## config.mk

```make
export PLATFORM = sky130hd
export DESIGN_NAME = cubic_root_bisection_top
export DESIGN_NICKNAME = d
export VERILOG_FILES = /design/src/crb_pkg.sv /design/src/crb_eval.sv /design/src/cubic_root_bisection_top.sv
export SDC_FILE = /design/constraint.sdc
export NUM_CORES = 2
export LEC_CHECK = 0
export BUFFER_PORTS_ARGS = -buffer_cell sky130_fd_sc_hd__buf_2
export CORE_UTILIZATION = 50
export DETAILED_ROUTE_END_ITERATION = 16
export PLACE_DENSITY = 0.71
export REMOVE_ABC_BUFFERS = 1
export SLEW_MARGIN = 10
export SYNTH_ARGS = -nofsm -noshare
export SYNTH_HDL_FRONTEND = slang
export SYNTH_SLANG_ARGS = --single-unit
```

## constraint.sdc

```tcl
create_clock -name i_clk -period 17.06 [get_ports i_clk]
set_input_delay 1.706 -clock i_clk [delete_from_list [all_inputs] [get_ports i_clk]]
set_output_delay 1.706 -clock i_clk [all_outputs]
set_load 0.005 [all_outputs]
```

## src/crb_pkg.sv

```systemverilog
`timescale 1ns / 1ps
// ============================================================================
// crb_pkg
// Shared widths, register indexes and beat types for the cubic root finder.
// ============================================================================
package crb_pkg;

    localparam int X_WIDTH      = 32;
    localparam int FRAC_BITS    = 16;
    localparam int COEF_WIDTH   = 16;
    localparam int TOL_WIDTH    = 31;
    localparam int CFG_WIDTH    = (COEF_WIDTH > TOL_WIDTH) ? COEF_WIDTH : TOL_WIDTH;
    localparam int CFG_IDX_W    = 3;

    // multiplier limb of the evaluator
    localparam int LIMB_LOG     = 5;
    localparam int LIMB_W       = 1 << LIMB_LOG;

    localparam logic [CFG_IDX_W-1:0] REG_COEF_CUBIC  = 3'd0;
    localparam logic [CFG_IDX_W-1:0] REG_COEF_SQUARE = 3'd1;
    localparam logic [CFG_IDX_W-1:0] REG_COEF_LINEAR = 3'd2;
    localparam logic [CFG_IDX_W-1:0] REG_COEF_CONST  = 3'd3;
    localparam logic [CFG_IDX_W-1:0] REG_TOLERANCE   = 3'd4;

    localparam logic [TOL_WIDTH-1:0] TOL_RESET = TOL_WIDTH'(7);

    typedef struct packed {
        logic signed [X_WIDTH-1:0] bracket_low;
        logic signed [X_WIDTH-1:0] bracket_high;
    } t_in_beat;

    typedef struct packed {
        logic signed [X_WIDTH-1:0] root;
        logic                      exact_hit;
    } t_out_beat;

    typedef struct packed {
        logic neg;
        logic zero;
    } t_eval_res;

endpackage

```

## src/crb_eval.sv

```systemverilog
`timescale 1ns / 1ps
// ============================================================================
// crb_eval
// Exact sign of the scaled cubic by Horner steps on one shared limb multiplier.
// ============================================================================
module crb_eval
    import crb_pkg::*;
#(
    parameter int FRAC_BITS_P = FRAC_BITS
) (
    input  logic                         i_clk,
    input  logic                         i_rst_n,
    input  logic                         i_start,
    input  logic signed [X_WIDTH-1:0]    i_x,
    input  logic signed [COEF_WIDTH-1:0] i_coef_a,
    input  logic signed [COEF_WIDTH-1:0] i_coef_b,
    input  logic signed [COEF_WIDTH-1:0] i_coef_c,
    input  logic signed [COEF_WIDTH-1:0] i_coef_d,
    output logic                         o_done,
    output t_eval_res                    o_res
);

    localparam int M     = (X_WIDTH - 1 > FRAC_BITS_P) ? X_WIDTH - 1 : FRAC_BITS_P;
    localparam int ACC_W = COEF_WIDTH + 3 * M + 3;
    localparam int W0    = COEF_WIDTH;
    localparam int W1    = COEF_WIDTH + M + 1;
    localparam int W2    = COEF_WIDTH + 2 * M + 2;
    localparam int N0    = (W0 + LIMB_W - 2) / LIMB_W;
    localparam int N1    = (W1 + LIMB_W - 2) / LIMB_W;
    localparam int N2    = (W2 + LIMB_W - 2) / LIMB_W;
    localparam int LCW   = (N2 > 1) ? $clog2(N2) : 1;
    localparam int SHW   = LCW + LIMB_LOG;
    localparam int PW    = X_WIDTH + LIMB_W + 1;

    localparam logic [1:0] P_IDLE = 2'd0;
    localparam logic [1:0] P_MUL  = 2'd1;
    localparam logic [1:0] P_ADD  = 2'd2;
    localparam logic [1:0] P_SIGN = 2'd3;

    localparam logic [1:0] STEP_LAST = 2'd2;

    logic [1:0]                r_phase;
    logic [1:0]                r_step;
    logic [LCW-1:0]            r_limb;
    logic signed [ACC_W-1:0]   r_acc;
    logic signed [ACC_W-1:0]   r_sum;
    logic signed [X_WIDTH-1:0] r_x;
    logic                      r_done;
    t_eval_res                 r_res;

    logic [LCW-1:0]            top_limb;
    logic [LCW-1:0]            next_top;
    logic signed [ACC_W-1:0]   k_term;
    logic [SHW-1:0]            shamt;
    logic signed [ACC_W-1:0]   shifted;
    logic signed [LIMB_W:0]    limb_val;
    logic signed [PW-1:0]      prod;
    logic signed [ACC_W-1:0]   n_sum;

    function automatic logic [LCW-1:0] f_top(input logic [1:0] step);
        logic [LCW-1:0] t;
        unique case (step)
            2'd0:    t = LCW'(N0 - 1);
            2'd1:    t = LCW'(N1 - 1);
            default: t = LCW'(N2 - 1);
        endcase
        return t;
    endfunction

    assign top_limb = f_top(r_step);
    assign next_top = f_top(r_step + 2'd1);

    always_comb begin
        unique case (r_step)
            2'd0:    k_term = ACC_W'(i_coef_b) <<< FRAC_BITS_P;
            2'd1:    k_term = ACC_W'(i_coef_c) <<< (2 * FRAC_BITS_P);
            default: k_term = ACC_W'(i_coef_d) <<< (3 * FRAC_BITS_P);
        endcase
    end

    assign shamt   = {r_limb, LIMB_LOG'(0)};
    assign shifted = r_acc >>> shamt;

    always_comb begin
        if (r_limb == top_limb) begin
            limb_val = shifted[LIMB_W:0];
        end else begin
            limb_val = {1'b0, shifted[LIMB_W-1:0]};
        end
    end

    assign prod  = r_x * limb_val;
    assign n_sum = ((r_limb == top_limb) ? ACC_W'(0) : (r_sum <<< LIMB_W)) + ACC_W'(prod);

    always_ff @(posedge i_clk) begin
        if (!i_rst_n) begin
            r_phase <= P_IDLE;
            r_done  <= 1'b0;
        end else begin
            r_done <= (r_phase == P_SIGN);
            unique case (r_phase)
                P_IDLE: begin
                    if (i_start) begin
                        r_x     <= i_x;
                        r_acc   <= ACC_W'(i_coef_a);
                        r_step  <= 2'd0;
                        r_limb  <= f_top(2'd0);
                        r_phase <= P_MUL;
                    end
                end
                P_MUL: begin
                    r_sum <= n_sum;
                    if (r_limb == '0) begin
                        r_phase <= P_ADD;
                    end else begin
                        r_limb <= r_limb - LCW'(1);
                    end
                end
                P_ADD: begin
                    r_acc <= r_sum + k_term;
                    if (r_step == STEP_LAST) begin
                        r_phase <= P_SIGN;
                    end else begin
                        r_step  <= r_step + 2'd1;
                        r_limb  <= next_top;
                        r_phase <= P_MUL;
                    end
                end
                P_SIGN: begin
                    r_res   <= {r_acc[ACC_W-1], (r_acc == '0)};
                    r_phase <= P_IDLE;
                end
                default: r_phase <= P_IDLE;
            endcase
        end
    end

    assign o_done = r_done;
    assign o_res  = r_res;

endmodule

```

## src/cubic_root_bisection_top.sv

```systemverilog
`timescale 1ns / 1ps
// ============================================================================
// cubic_root_bisection_top
// Bisection root finder for a cubic with Q8.8 coefficients over Q16.16 x.
// ============================================================================
// Usage:
//   Input channel (i_in_valid / o_in_ready) takes one bracket per beat.
//   Output channel (o_out_valid / i_out_ready) returns one root per bracket,
//   with exact_hit set only when an evaluation found the cubic exactly zero there.
//   Config port: i_cfg_we writes i_cfg_data into register i_cfg_idx
//   (0..3 coefficients cubic/square/linear/const, 4 tolerance); other
//   indexes are dropped. Write only while the block is idle.
// Timing:
//   One bracket at a time; o_in_ready is high only when idle.
//   A halving is one width/midpoint check, one polynomial
//   evaluation (6 limb multiplies, 3 adds and a sign step) on the single
//   shared multiplier, and one step to take the sign. The first halving
//   adds one more evaluation for the left end. A bracket already within
//   tolerance goes from the width check straight to the output.
// Reset: synchronous, active low; coefficients clear, tolerance goes to 7,
//   any bracket in progress is dropped.
// Stall: a finished result holds on the output until i_out_ready.
// ============================================================================
module cubic_root_bisection_top
    import crb_pkg::*;
#(
    parameter int FRAC_BITS_P = FRAC_BITS
) (
    input  logic                 i_clk,
    input  logic                 i_rst_n,
    input  logic                 i_in_valid,
    output logic                 o_in_ready,
    input  t_in_beat             i_in_data,
    output logic                 o_out_valid,
    input  logic                 i_out_ready,
    output t_out_beat            o_out_data,
    input  logic                 i_cfg_we,
    input  logic [CFG_IDX_W-1:0] i_cfg_idx,
    input  logic [CFG_WIDTH-1:0] i_cfg_data
);

    localparam logic [2:0] S_IDLE  = 3'd0;
    localparam logic [2:0] S_CHECK = 3'd1;
    localparam logic [2:0] S_EVAL  = 3'd2;
    localparam logic [2:0] S_OUT   = 3'd3;

    localparam int DW = X_WIDTH + 1;

    logic [2:0]                   r_state;
    logic signed [COEF_WIDTH-1:0] r_coef_a;
    logic signed [COEF_WIDTH-1:0] r_coef_b;
    logic signed [COEF_WIDTH-1:0] r_coef_c;
    logic signed [COEF_WIDTH-1:0] r_coef_d;
    logic [TOL_WIDTH-1:0]         r_tol;
    logic signed [X_WIDTH-1:0]    r_lo;
    logic signed [X_WIDTH-1:0]    r_hi;
    logic signed [X_WIDTH-1:0]    r_mid;
    logic                         r_need_lo;
    t_eval_res                    r_sign_lo;
    logic                         r_out_valid;
    t_out_beat                    r_out;

    logic signed [DW-1:0]         diff;
    logic [DW-1:0]                width;
    logic signed [DW-1:0]         sum;
    logic signed [X_WIDTH-1:0]    mid;
    logic [TOL_WIDTH-1:0]         tol_eff;
    logic                         narrow;
    logic                         eval_start;
    logic signed [X_WIDTH-1:0]    eval_x;
    logic                         eval_done;
    t_eval_res                    eval_res;
    logic                         opposite;

    assign diff    = DW'(r_hi) - DW'(r_lo);
    assign width   = diff[DW-1] ? DW'(-diff) : DW'(diff);
    assign sum     = DW'(r_lo) + DW'(r_hi);
    assign mid     = sum[DW-1:1];
    assign tol_eff = (r_tol == '0) ? TOL_WIDTH'(1) : r_tol;
    assign narrow  = (width <= DW'(tol_eff));

    assign eval_start = (r_state == S_CHECK) && !narrow;
    assign eval_x     = r_need_lo ? r_lo : mid;
    assign opposite   = !eval_res.zero && !r_sign_lo.zero && (eval_res.neg != r_sign_lo.neg);

    crb_eval #(
        .FRAC_BITS_P (FRAC_BITS_P)
    ) u_eval (
        .i_clk    (i_clk),
        .i_rst_n  (i_rst_n),
        .i_start  (eval_start),
        .i_x      (eval_x),
        .i_coef_a (r_coef_a),
        .i_coef_b (r_coef_b),
        .i_coef_c (r_coef_c),
        .i_coef_d (r_coef_d),
        .o_done   (eval_done),
        .o_res    (eval_res)
    );

    always_ff @(posedge i_clk) begin
        if (!i_rst_n) begin
            r_coef_a <= '0;
            r_coef_b <= '0;
            r_coef_c <= '0;
            r_coef_d <= '0;
            r_tol    <= TOL_RESET;
        end else if (i_cfg_we) begin
            unique case (i_cfg_idx)
                REG_COEF_CUBIC:  r_coef_a <= i_cfg_data[COEF_WIDTH-1:0];
                REG_COEF_SQUARE: r_coef_b <= i_cfg_data[COEF_WIDTH-1:0];
                REG_COEF_LINEAR: r_coef_c <= i_cfg_data[COEF_WIDTH-1:0];
                REG_COEF_CONST:  r_coef_d <= i_cfg_data[COEF_WIDTH-1:0];
                REG_TOLERANCE:   r_tol    <= i_cfg_data[TOL_WIDTH-1:0];
                default: ;
            endcase
        end
    end

    always_ff @(posedge i_clk) begin
        if (!i_rst_n) begin
            r_state     <= S_IDLE;
            r_out_valid <= 1'b0;
            r_need_lo   <= 1'b0;
        end else begin
            unique case (r_state)
                S_IDLE: begin
                    if (i_in_valid) begin
                        r_lo      <= i_in_data.bracket_low;
                        r_hi      <= i_in_data.bracket_high;
                        r_need_lo <= 1'b1;
                        r_state   <= S_CHECK;
                    end
                end
                S_CHECK: begin
                    if (narrow) begin
                        r_out       <= {mid, 1'b0};
                        r_out_valid <= 1'b1;
                        r_state     <= S_OUT;
                    end else begin
                        r_mid   <= mid;
                        r_state <= S_EVAL;
                    end
                end
                S_EVAL: begin
                    if (eval_done) begin
                        if (r_need_lo) begin
                            r_sign_lo <= eval_res;
                            r_need_lo <= 1'b0;
                            r_state   <= S_CHECK;
                        end else if (eval_res.zero) begin
                            r_out       <= {r_mid, 1'b1};
                            r_out_valid <= 1'b1;
                            r_state     <= S_OUT;
                        end else if (opposite) begin
                            r_hi    <= r_mid;
                            r_state <= S_CHECK;
                        end else begin
                            r_lo      <= r_mid;
                            r_sign_lo <= eval_res;
                            r_state   <= S_CHECK;
                        end
                    end
                end
                S_OUT: begin
                    if (i_out_ready) begin
                        r_out_valid <= 1'b0;
                        r_state     <= S_IDLE;
                    end
                end
                default: r_state <= S_IDLE;
            endcase
        end
    end

    assign o_in_ready  = (r_state == S_IDLE);
    assign o_out_valid = r_out_valid;
    assign o_out_data  = r_out;

`ifndef ASSERT_OFF
    a_ready_excl: assert property (@(posedge i_clk) disable iff (!i_rst_n)
        o_in_ready |-> !o_out_valid)
        else $error("input ready while a result is pending");

    a_accept_check: assert property (@(posedge i_clk) disable iff (!i_rst_n)
        (i_in_valid && o_in_ready) |=> (r_state == S_CHECK))
        else $error("accepted bracket did not start a width check");

    a_done_in_eval: assert property (@(posedge i_clk) disable iff (!i_rst_n)
        eval_done |-> (r_state == S_EVAL))
        else $error("evaluator finished outside the wait state");

    a_start_idle: assert property (@(posedge i_clk) disable iff (!i_rst_n)
        eval_start |=> !eval_done)
        else $error("evaluator result came back too early");
`endif

endmodule
```

-- Yosys cells after proc, flatten, opt, wreduce, memory -nomap -nowiden
Index checks and enable logic that the tools add are counted.
- flip-flop bits (word level): 496
- input port bits: 103
- logic and storage cells: 160
- add/sub/neg operators: 7
- multiply operators: 1
- $lt $le $gt $ge: 1
- eq/ne operators: 30
- shift operators: 1
- mux-type cells: 56
- bitwise logic cells: 1
- reductions and logical operators: 39
- operator list (operator ; number):
    one-hot mux 112 bit (2 select lines) ; 2
    two-way mux 32 bit ; 11
    two-way mux 112 bit ; 2
    two-way mux 33 bit ; 6
    one-hot mux 32 bit (2 select lines) ; 2
    adder 112 bit ; 1
    adder 112 x 65 -> 112 bit ; 1
    logical NOT 112 bit ; 1
    >>> shifter 112 x 7 -> 33 bit ; 1
    one-hot mux 33 bit (2 select lines) ; 1
    multiplier 32 x 33 -> 65 bit ; 1
    adder 32 x 32 -> 33 bit ; 1
    <= comparator 33 x 31 -> 1 bit ; 1
    negator 33 bit ; 1
    subtractor 32 x 32 -> 33 bit ; 1
    logical NOT 31 bit ; 1
    two-way mux 31 bit ; 1
    two-way mux 2 bit ; 12
    inequality test 2 bit (second input constant) ; 12
    AND reduction 2 bit ; 8
    AND reduction 3 bit ; 5
    AND reduction 7 bit ; 2
    equality test 3 x 2 -> 1 bit (second input constant) ; 4
    one-hot mux 2 bit (2 select lines) ; 3
    other kinds (26) ; 55

-- Logic depth before layout (Yosys ltp)
- word-level depth: 8
- gate-level depth with buffers: 41
- gate-level depth less buffers: 38

-- Cells and area by module
A second synthesis with hierarchy kept.
- cell total of the unflattened synthesis: 9124
- area, all modules: 83468.8 sq um
- by module, submodules not included (module ; instances ; cells an instance ; area an instance (sq um)):
    crb_eval ; 1 ; 7433 ; 69367.8
    cubic_root_bisection_top ; 1 ; 1691 ; 14101.0

-- Worst setup path before layout
No wires, ideal clock.
- path kind: flip-flop to flip-flop
- start point: register u_eval.r_step[1]
- end point: register u_eval.r_sum[111] (data pin)
- setup time: 260 ps
- arrival: 12546 ps
- path slack: 4254 ps
- stages on the path, launching flop included: 37
- buffers on the path: 3
- clock period less this slack: 12806 ps
- path through: edfxtp_1 -> inv_1 -> ha_1 -> clkbuf_1 -> nand2_1 -> a21oi_1 -> a31oi_1 -> nor2b_1 -> clkbuf_1 -> and2_1 -> fa_1 -> inv_1 -> fa_1 -> fa_1 -> inv_1 -> fa_1 -> fa_1 -> fa_1 -> fa_1 -> inv_1 -> fa_1 -> inv_1 -> ha_1 -> clkbuf_1 -> nand4_1 -> nor3_1 -> inv_1 -> o221ai_1 -> o2111ai_1 -> a21oi_1 -> o21ai_0 -> o21ai_0 -> a31oi_1 -> o21a_1 -> o311ai_0 -> a31oi_1 -> xnor2_1
- word-level cells in the longest chain between the ends: 6
- RTL lines (what ; line ; RTL):
    start: declaration ; crb_eval.sv:43 ; logic [1:0] r_step;
    start signal: assignment ; crb_eval.sv:124 ; r_step <= r_step + 2'd1;
    equality test 2 x 1 -> 1 bit or logical NOT 2 bit (tied branches) ; crb_eval.sv:62 ; unique case (step)
    one-hot mux 2 bit (2 select lines) * ; crb_eval.sv:62 ;
    equality test 2 bit * ; crb_eval.sv:85, crb_eval.sv:93 ;
    two-way mux 33 bit ; crb_eval.sv:85 ; if (r_limb == top_limb) begin
    multiplier 32 x 33 -> 65 bit ; crb_eval.sv:92 ; assign prod = r_x * limb_val;
    adder 112 x 65 -> 112 bit * ; crb_eval.sv:93 ; assign n_sum = ((r_limb == top_limb) ? ACC_W'(0) : (r_sum <<< LIMB_W)) + ACC_W'(prod);
    via u_eval.n_sum[111] ; crb_eval.sv:58 ; logic signed [ACC_W-1:0] n_sum;
    end signal: assignment ; crb_eval.sv:112 ; r_sum <= n_sum;
    end: declaration ; crb_eval.sv:46 ; logic signed [ACC_W-1:0] r_sum;
Mark *: on every way through the listed nets, which the timed path passes. The rest lies on a longest branch.
A chain may end at the register's enable or synchronous reset.

-- Worst setup path in the final report
- start point: register u_eval.r_step[1]
- end point: register u_eval.r_sum[105] (data pin)
The elaborated chain is that of the path after synthesis.

==> run_results.csv <==
group,metric,value,unit
run_status,run_status,"finished with violations",
run_status,failed_checks,"design-rule violations",
sta,achievable-frequency,75.28,MHz
yosys,post-synth-top-area-cell,"fa_1",
setup_path,timing.critical_path.slowest_cell_delay,1.05,ns
sta,final.period_utilization,0.7786,
yosys,synth.mux.area_fraction,0.01249,
yosys,synth_cell_types,93,
setup_path,arrival,13.72,ns
floorplan,design.die.area,167900,um^2
place,placed_instances,11010,
yosys,yosys_register_bits,495,
detailed_routing,ant_nets,0,
clock_network,postCtsHoldBufs,0,
setup_path,worst_reg2reg_path_length_in_cells,38,
setup_path,critical_path.startpoint_type,"flop",
floorplan,top_level_ports,138,
global_route,gr-total-overflow,0,
yosys,post_synth_fa_ha_maj_area_fraction,0.4504,
cells_and_area,fin_cells,11130,
detailed_routing,drt_iter0_markers,5367,
clock_network,tritoncts.num_buffers,58,
yosys,synth_top_area_frac,0.3846,
sta,final.setup.tns,0,ns
yosys,compound_cell_area_share_of_the_yosys_netlist,0.09320,
clock_network,clock_sinks,495,
cells_and_area,design.final.nets,11020,
setup_path,path_class,"reg -> reg",
global_route,grt_util_all_layers,0.2871,
yosys,synth.cell_area,83130,um^2
sta,setup-violations-final,0,
yosys,synth_cells,9023,
yosys,ys.flop_type,"edfxtp_1",
yosys,synth-simple-area-share,0.1387,
clock_network,clockRootBuffer,"clkbuf_16",
sta,final_max_slew_viol_count,0,
clock_network,worstSkewPairLatency,0.70,ns
yosys,synth_top_family_by_area,"adder cells",
sta,rsz0062_at_grt,"no",
setup_path,cp_max_fo,81,
setup_path,worstPathRequired,17.50,ns
job,max_cap_viol_count,0,
global_route,grt_start_max_net_pins,88,
cells_and_area,syn2layout_area_growth,5.526,%
sta,slew-limit-headroom,0.1983,
yosys,syn-mean-instance-area,9.213,um^2
yosys,synth_edf_count,393,
sta,clock_skew,0.08744,ns
detailed_routing,vias_per_cell,5.605,
clock_network,cts_resized,0,
yosys,synth_xor_xnor_area_share,0.02940,
setup_path,timing.critical_path.slowest_stage_cell,"fa_1",
clock_network,cts_tree,"built",
floorplan,starting_density_of_the_core,0.5038,
yosys,number_of_warning_messages_in_the_yosys_log,0,
detailed_routing,drt_drc_violations_left,4,
floorplan,core_area,165000,um^2
floorplan,fp.dieH,409.7,um
place,place.detailed.hpwl,196.2,mm
detailed_routing,detail_route.first_pass.iterations,12,
place,gpl.final_weighted_congestion,0.9842,
place,place.port_buffers,137,
detailed_routing,vias,62370,
detailed_routing,finalWirelength,237.8,mm
floorplan,fp.dieW,409.7,um
cells_and_area,drive_gt1_frac,0.05003,
sta,final-hold-violation-count,0,
setup_path,cp-end-kind,"flop",
clock_network,clock_tree.htree_level_count,2,
sta,worst_slew_pin_slew,1.172,ns
global_route,grt_pass1_wl,372.9,mm
min_path,holdPathStages,2,
global_route,antenna_found_initial,19,
clock_network,path_clk_slew,0.06,ns
detailed_routing,routedWlPerCell,21.37,um
floorplan,placementRows,149,
yosys,yosys-top-cells-area,"fa_1, edfxtp_1, inv_1",
clock_network,clockBufferDepth,3,
sta,period_needed,13.28,ns
min_path,class_of_the_worst_hold_path,"reg -> reg",
global_route,first_global_vias,65090,
setup_path,crit_top_cell,"fa_1",
clock_network,post_cts_repair_setup_buffers,0,
yosys,ys_seq_area_frac,0.1665,
yosys,fraction_of_registers_with_async_set_or_reset_after_synthesis,0,
## registers in the layout, summed over array words and instances (netlist names)
register	count
u_eval.r_acc	112
u_eval.r_sum	112
o_out_data	33
r_hi	32
r_lo	32
r_mid	32
u_eval.r_x	32
r_tol	31
r_coef_a	16
r_coef_b	16
r_coef_c	16
r_coef_d	16
r_sign_lo	2
r_state	2
u_eval.o_res	2
u_eval.r_limb	2
u_eval.r_phase	2
u_eval.r_step	2
o_out_valid	1
r_need_lo	1
u_eval.o_done	1
## area by class of cell
cell class / count / area [um^2]
Fill cell: 15000 / 77270
Multi-Input combinational cell: 6111 / 60290
Sequential cell: 495 / 13840
Inverter: 2000 / 7507
Tap cell: 2189 / 2739
Clock buffer: 68 / 1550
Timing Repair Buffer: 219 / 1304
Clock inverter: 41 / 470.5
Antenna cell: 4 / 10.01
## Yosys cell counts, types with 16 or more instances
cell / count
inv_1: 1998
fa_1: 1597
nand2_1: 1369
ha_1: 437
edfxtp_1: 393
clkbuf_1: 390
and2_1: 374
nor2_1: 339
a21oi_1: 325
o21ai_0: 266
xnor2_1: 191
a21o_1: 177
a21boi_0: 105
dfxtp_1: 102
xor2_1: 88
nand4_1: 78
nand3_1: 70
o21bai_1: 64
nor3_1: 62
nor4_1: 52
a31oi_1: 43
and3_1: 42
nor2b_1: 37
mux4_2: 33
nand2b_1: 33
o21a_1: 33
a211oi_1: 24
o211ai_1: 23
o31ai_1: 23
mux2_2: 20
buf_1: 17
or3_1: 16
## cell usage in the layout (no fill, tap or decap), types with 59 or more instances in the layout
master     Yosys  routed
inv_1       1998    1994
fa_1        1597    1595
nand2_1     1369    1367
ha_1         437     436
edfxtp_1     393     393
and2_1       374     371
nor2_1       339     337
a21oi_1      325     325
o21ai_0      266     266
xnor2_1      191     191
a21o_1       177     177
buf_2          9     136
a21boi_0     105     105
dfxtp_1      102     101
xor2_1        88      88
buf_4          1      83
nand4_1       78      78
nand3_1       70      70
o21bai_1      64      64
nor3_1        62      62
clkbuf_16      0      59
## final timing paths
| check | endpoint | slack (ns) | startpoint |
|---|---|---|---|
| hold reg to reg | r_coef_b[5] | 0.46 | r_coef_b[5] |
| setup / recovery | u_eval.r_sum[105] | 3.78 | u_eval.r_step[1] |
| hold / removal | r_coef_b[5] | 0.46 | r_coef_b[5] |
| setup reg to reg | u_eval.r_sum[105] | 3.78 | u_eval.r_step[1] |
## per-stage QoR
| step | hold WS, ns | utilization | area, um^2 | setup WS, ns |
|---|---|---|---|---|
| 6_report | 0.4627 | 0.5317 | 87720 | 3.776 |
| 4_1_cts | 0.4644 | 0.5316 | 87710 | 3.824 |
| 3_5_place_dp | 0.4557 | 0.5193 | 85690 | 3.864 |
| 2_1_floorplan | 0.4388 | - | 81550 | 1.338 |
| 5_1_grt | 0.4776 | 0.5316 | 87710 | 3.050 |
| 3_3_place_gp | 0.4477 | 0.5193 | 85690 | 4.156 |
## metal layers
layer | vias to the layer above | global-route usage | share of wire
met4 | 2 | 0.09444 | 0.034
met1 | 32250 | 0.3968 | 0.42
li1 | 27540 | - | -
met3 | 380 | 0.03959 | 0.074
met5 | - | 0 | 0.000055
met2 | 2198 | 0.4666 | 0.47
## cell families after synthesis
group / after synthesis
adders and majority gates: 2034
buffers and inverters: 2417
AOI/OAI and AO/OA: 1206
xor gates and xnor gates: 279
muxes: 60
DFF: 495
and+or+nand+nor: 2532
## worst max-delay path: cells and delay by family, from the launching register on
kind / cells / cell delay, ns
adder cells (fa/ha/maj): 10 / 6.17
AO/OA/AOI/OAI: 14 / 3.52
flip-flops: 1 / 0.40
XOR/XNOR: 1 / 0.15
AND/OR/NAND/NOR: 4 / 0.41
buffers and inverters: 9 / 2.28
Power is not shown: default switching activity piles up to over one toggle a cycle in this logic, so the estimate is an artifact.
